### src/hw/rtl/ftac_pkg.sv
// Shared constants, types and helpers of the flow table.
// No dependencies.
package ftac_pkg;

    localparam int FLOW_ENTRIES   = 1024;
    localparam int EGRESS_ENTRIES = 1024;
    localparam int NUM_PORTS      = 64;
    localparam int NUM_QUEUES     = 8;

    localparam int PQ_DEPTH = NUM_PORTS * NUM_QUEUES;
    localparam int PQ_W     = (PQ_DEPTH > 1) ? $clog2(PQ_DEPTH) : 1;
    localparam int IN_AW    = $clog2(FLOW_ENTRIES);
    localparam int EG_AW    = $clog2(EGRESS_ENTRIES);
    localparam int CNT_W    = $clog2(FLOW_ENTRIES + 1);
    localparam int QCNT_W   = $clog2(EGRESS_ENTRIES + 1);
    localparam int CLR_N    = (FLOW_ENTRIES > EGRESS_ENTRIES) ?
                              ((FLOW_ENTRIES > PQ_DEPTH) ? FLOW_ENTRIES : PQ_DEPTH) :
                              ((EGRESS_ENTRIES > PQ_DEPTH) ? EGRESS_ENTRIES : PQ_DEPTH);
    localparam int SC_W     = $clog2(CLR_N + 1);

    localparam int OUT_W   = 11;
    localparam int OUT_MAX = 2047;

    localparam logic [31:0] THR_RESET = 32'd50000;

    localparam logic [1:0] OP_INGRESS = 2'd0;
    localparam logic [1:0] OP_EGRESS  = 2'd1;
    localparam logic [1:0] OP_SWEEP   = 2'd2;

    typedef logic [1:0] t_kind;
    localparam t_kind KIND_NOP   = 2'd0;
    localparam t_kind KIND_IN    = 2'd1;
    localparam t_kind KIND_EG    = 2'd2;
    localparam t_kind KIND_SWEEP = 2'd3;

    typedef struct packed {
        t_kind            kind;
        logic [31:0]      src_addr;
        logic [31:0]      dst_addr;
        logic [15:0]      src_port;
        logic [15:0]      dst_port;
        logic [PQ_W-1:0]  pq;
        logic [47:0]      now_time;
    } t_cmd;

    typedef struct packed {
        logic             new_flow;
        logic             table_full;
        logic [OUT_W-1:0] dst_cnt;
        logic [OUT_W-1:0] src_cnt;
        logic [OUT_W-1:0] queue_cnt;
        logic [OUT_W-1:0] rm_in;
        logic [OUT_W-1:0] rm_eg;
    } t_res;

    typedef struct packed {
        logic        valid;
        logic [63:0] addrs;
        logic [31:0] ports;
        logic [47:0] last;
    } t_in_ent;

    typedef struct packed {
        logic            valid;
        logic [63:0]     addrs;
        logic [31:0]     ports;
        logic [PQ_W-1:0] pq;
        logic [47:0]     last;
    } t_eg_ent;

    typedef struct packed {
        logic [31:0]      key;
        logic [CNT_W-1:0] cnt;
    } t_cnt_ent;

    function automatic logic [OUT_W-1:0] sat_cnt(input logic [31:0] v);
        if (v > 32'(OUT_MAX)) begin
            return OUT_W'(OUT_MAX);
        end
        return v[OUT_W-1:0];
    endfunction

endpackage

### src/hw/rtl/ftac_front.sv
// Front end: accepts items, classifies them, holds them in a two-entry queue.
// Depends on ftac_pkg.
module ftac_front (
    input  logic                 i_clk,
    input  logic                 i_rst_n,
    input  logic                 i_push,
    output logic                 o_full,
    input  logic [1:0]           i_operation,
    input  logic [31:0]          i_src_addr,
    input  logic [31:0]          i_dst_addr,
    input  logic [15:0]          i_src_port,
    input  logic [15:0]          i_dst_port,
    input  logic [5:0]           i_egress_port,
    input  logic [2:0]           i_queue_index,
    input  logic [47:0]          i_now_time,
    output logic                 o_cmd_valid,
    output ftac_pkg::t_cmd       o_cmd,
    input  logic                 i_cmd_ready
);

    ftac_pkg::t_cmd r_q [0:1];
    logic           r_wp;
    logic           r_rp;
    logic [1:0]     r_cnt;

    ftac_pkg::t_cmd cls;
    logic           in_rng;
    logic [31:0]    pq_full;
    logic           push_ok;
    logic           pop_ok;

    assign in_rng  = (32'(i_egress_port) < 32'(ftac_pkg::NUM_PORTS)) &&
                     (32'(i_queue_index) < 32'(ftac_pkg::NUM_QUEUES));
    assign pq_full = 32'(i_egress_port) * 32'(ftac_pkg::NUM_QUEUES) + 32'(i_queue_index);

    always_comb begin
        cls.src_addr = i_src_addr;
        cls.dst_addr = i_dst_addr;
        cls.src_port = i_src_port;
        cls.dst_port = i_dst_port;
        cls.pq       = pq_full[ftac_pkg::PQ_W-1:0];
        cls.now_time = i_now_time;
        unique case (i_operation)
            ftac_pkg::OP_INGRESS: cls.kind = ftac_pkg::KIND_IN;
            ftac_pkg::OP_EGRESS:  cls.kind = in_rng ? ftac_pkg::KIND_EG : ftac_pkg::KIND_NOP;
            ftac_pkg::OP_SWEEP:   cls.kind = ftac_pkg::KIND_SWEEP;
            default:              cls.kind = ftac_pkg::KIND_NOP;
        endcase
    end

    assign o_full      = (r_cnt == 2'd2);
    assign o_cmd_valid = (r_cnt != 2'd0);
    assign o_cmd       = r_q[r_rp];
    assign push_ok     = i_push && !o_full;
    assign pop_ok      = o_cmd_valid && i_cmd_ready;

    always_ff @(posedge i_clk) begin
        if (push_ok) begin
            r_q[r_wp] <= cls;
        end
    end

    always_ff @(posedge i_clk) begin
        if (!i_rst_n) begin
            r_wp  <= 1'b0;
            r_rp  <= 1'b0;
            r_cnt <= 2'd0;
        end else begin
            if (push_ok) begin
                r_wp <= ~r_wp;
            end
            if (pop_ok) begin
                r_rp <= ~r_rp;
            end
            if (push_ok && !pop_ok) begin
                r_cnt <= r_cnt + 2'd1;
            end else if (!push_ok && pop_ok) begin
                r_cnt <= r_cnt - 2'd1;
            end
        end
    end

endmodule

### config.mk
export PLATFORM = sky130hd
export DESIGN_NAME = ftac_front
export DESIGN_NICKNAME = d
export VERILOG_FILES = /design/src/hw/rtl/ftac_pkg.sv /design/src/hw/rtl/ftac_front.sv
export SDC_FILE = /design/constraint.sdc
export NUM_CORES = 1
export LEC_CHECK = 0
export ABC_AREA = 1
export BUFFER_PORTS_ARGS = -buffer_cell sky130_fd_sc_hd__buf_4
export CAP_MARGIN = 30
export CORE_ASPECT_RATIO = 1.25
export CORE_MARGIN = 5
export CORE_UTILIZATION = 50
export CTS_BUF_LIST = sky130_fd_sc_hd__clkbuf_8
export DETAILED_ROUTE_END_ITERATION = 7
export HOLD_SLACK_MARGIN = 0.12
export PLACE_DENSITY = 0.77
export SYNTH_ARGS = -nofsm -noshare
export SYNTH_HDL_FRONTEND = slang
export SYNTH_SLANG_ARGS = --single-unit
export TNS_END_PERCENT = 1
### constraint.sdc
create_clock -name i_clk -period 10.15 [get_ports i_clk]
set_input_delay 0.5075 -clock i_clk [delete_from_list [all_inputs] [get_ports i_clk]]
set_output_delay 0.5075 -clock i_clk [all_outputs]
set_load 0.03 [all_outputs]
==> run metrics <==
status completed; die area 0.0263 mm^2; vias 6563; RSZ-0062 raised after global routing no; routability cong. 0.729; mux contribution to synthesized area 15.1%; cell taking the most area after synthesis edfxtp_1; CTS clk-pin slew, worst paths 0.06 ns; post-synth top area share 80.5%; Final setup viols 0; WS Path Type reg -> out; Post-Synth Simple-Gate Area 0.681%; largest net degree at the start of global routing 70; Initial DRT Pass Iterations 4; M1 GR Usage 18.2%; I/O pins 316; HP Class in -> reg; die width 146 um; CTS tree built; Routed WL per cell 19.3 um; Initial Util 50.6%; CTS Sinks 315; Slew HR 37.0%; CTS H-tree depth 2; CP Capture Type output port; Least-Margin Pin Slew 0.945 ns; Final ANT Viol Nets 0; M3 GR Usage 6.34%; FF+latch count, synth 315; global-route wire length before repair 36.5 mm; Global Route Usage Sum 17.8%; CP required 9.64 ns; final hold vios 0; Routed WL 25.5 mm; YS warnings 0; synth-to-layout area growth 39.8%; Tcrit/Tclk final 31.9%; top cells by area, synth edfxtp_1 80%, mux2_2 15%, clkbuf_8 1.4%; DRC violations left 0; met2 Track Usage GR 32.9%; Clk Latency, worst-skew pair 0.53 ns; GR peak layer met2; remaining global-route overflow 0; layout cells sized above 1 51.5%; Synthesized Nets 689; mapped cell area 0.0116 mm^2; Seq/Total Area, Yosys 81.3%; Distinct cells, synth 15; HPWL Detailed 16.0 mm; Die Y 180 um; non-filler cells, final 1321; Nets 1164; Post-CTS Setup Bufs 0; Worst VDD drop 0.000171 V; Fin Setup TNS 0 ns; fin crit period 3.24 ns; core footprint 0.0229 mm^2; Synth Instances 526; Post-Route Hold Slack 0.158 ns; Critical Path AT 2.73 ns; Worst Setup Start Kind register; # port buffers 315; vias in the first global route 6805; max-slew violation count 0; root buffer cell clkbuf_8; dpl cells 1120; Power, Total 3790 uW; syn_area_per_cell 22.0 um^2; worst-path fanout max 60; Compound-Gate Fraction of Synth Area 0.238%; DR iter-0 viols 321; XOR/XNOR Fraction of Synth Area 0%; Post-Synth Adder-Cell Area 0.433%; Setup Skew 0.0136 ns; antenna violations before repair 4; largest family of logic cells by synthesized area multiplexers; CTS Buf Count 47; Clock Path Buffers 3; # rows 62; P_leak 0.00616 uW; Max Freq 309 MHz; total of max-cap violations 0; routed vias/inst 4.97; Power Dens Cells 234 mW/mm^2
[synth_stat cells]
cell type and number:
edfxtp_1 310, mux2_2 155, clkbuf_8 12, nor2_1 11, inv_1 10, nand2_1 7
buf_6 5, dfxtp_1 5, ha_1 4, o21ai_0 2, a21oi_1 1, nand3_1 1
nand4_1 1, o21a_1 1, o21ai_1 1
[flip-flops by register name, indices dropped and copies added, names as in the netlist, named ones only]
| name | count |
|---|---|
| r_cnt | 2 |
| r_wp | 1 |
| r_rp | 1 |
| r_q | 310 |
[per-stage QoR]
stage / instance area, um^2 / util [%] / setup slack, ns
after floorplan: 11600 / - / 2.43
after global placement: 14100 / 61.8 / 7.15
after detailed placement: 14200 / 62.0 / 7.42
after CTS: 15500 / 67.5 / 6.83
after global routing: 16200 / 70.7 / 6.75
final: 16200 / 70.7 / 6.91
[cell usage in the layout, fill, tap and decap left out]
cell type | synthesis | layout
clkinv_1 | 0 | 11
a21oi_1 | 1 | 1
diode_2 | 0 | 2
clkbuf_8 | 12 | 49
nand3_1 | 1 | 1
o21a_1 | 1 | 1
o21ai_0 | 2 | 2
ha_1 | 4 | 4
buf_4 | 0 | 321
nand4_1 | 1 | 1
dfxtp_1 | 5 | 4
clkinv_2 | 0 | 1
mux2_2 | 155 | 155
nand2_1 | 7 | 7
dfxtp_4 | 0 | 1
o21ai_1 | 1 | 1
nor2_1 | 11 | 9
buf_12 | 0 | 2
inv_1 | 10 | 28
dlygate4sd3_1 | 0 | 120
edfxtp_1 | 310 | 310
nor2_4 | 0 | 2
[worst paths after layout]
kind | from | to | slack (ns) | cells after the start
setup / recovery | register | o_cmd[43] | 6.91 | 3
hold / removal | i_dst_addr[30] | r_q[0][119] | 0.16 | 1
setup reg to reg | r_cnt[1] | r_q[1][104] | 7.82 | 5
hold reg to reg | r_rp | register | 0.51 | 2
[cells by family after synthesis]
kind of cell	Yosys count
buffers and inverters	27
flip-flops	315
multiplexers	155
adder cells (fa/ha/maj)	4
AND/OR/NAND/NOR	20
AO/OA/AOI/OAI	5
[critical path, cell delays in order, from the launching register on]
cell     delay (ns)
dfxtp_4        0.75
buf_4          0.78
mux2_2         0.43
buf_4          0.17
[power breakdown]
group	internal (uW)	total [uW]	switching, uW
clock network	441	876	435
logic	487	1210	721
registers	1650	1710	59.8
[timing repair]
item | 4_1_cts | 5_1_grt
hold endpoints to repair | 90 | 129
hold buffers | 49 | 71
gates resized for setup | 0 | 0
[per-layer routing]
layer,up-vias,share of wire [%]
met1,3243,36
met3,52,6.9
met5,-,0.11
met2,243,54
li1,3021,-
met4,4,2.8
[layout make-up]
class | instances | area, um^2
clock inverters | 30 | 114
multi-input cells | 184 | 1920
flip-flops and latches | 315 | 9410
well taps | 288 | 360
inverters | 10 | 37.5
fillers | 1402 | 6710
diodes | 2 | 5.00
repair buffers | 443 | 3650
clock buffers | 49 | 674
Power figures use the tool's default switching activity.
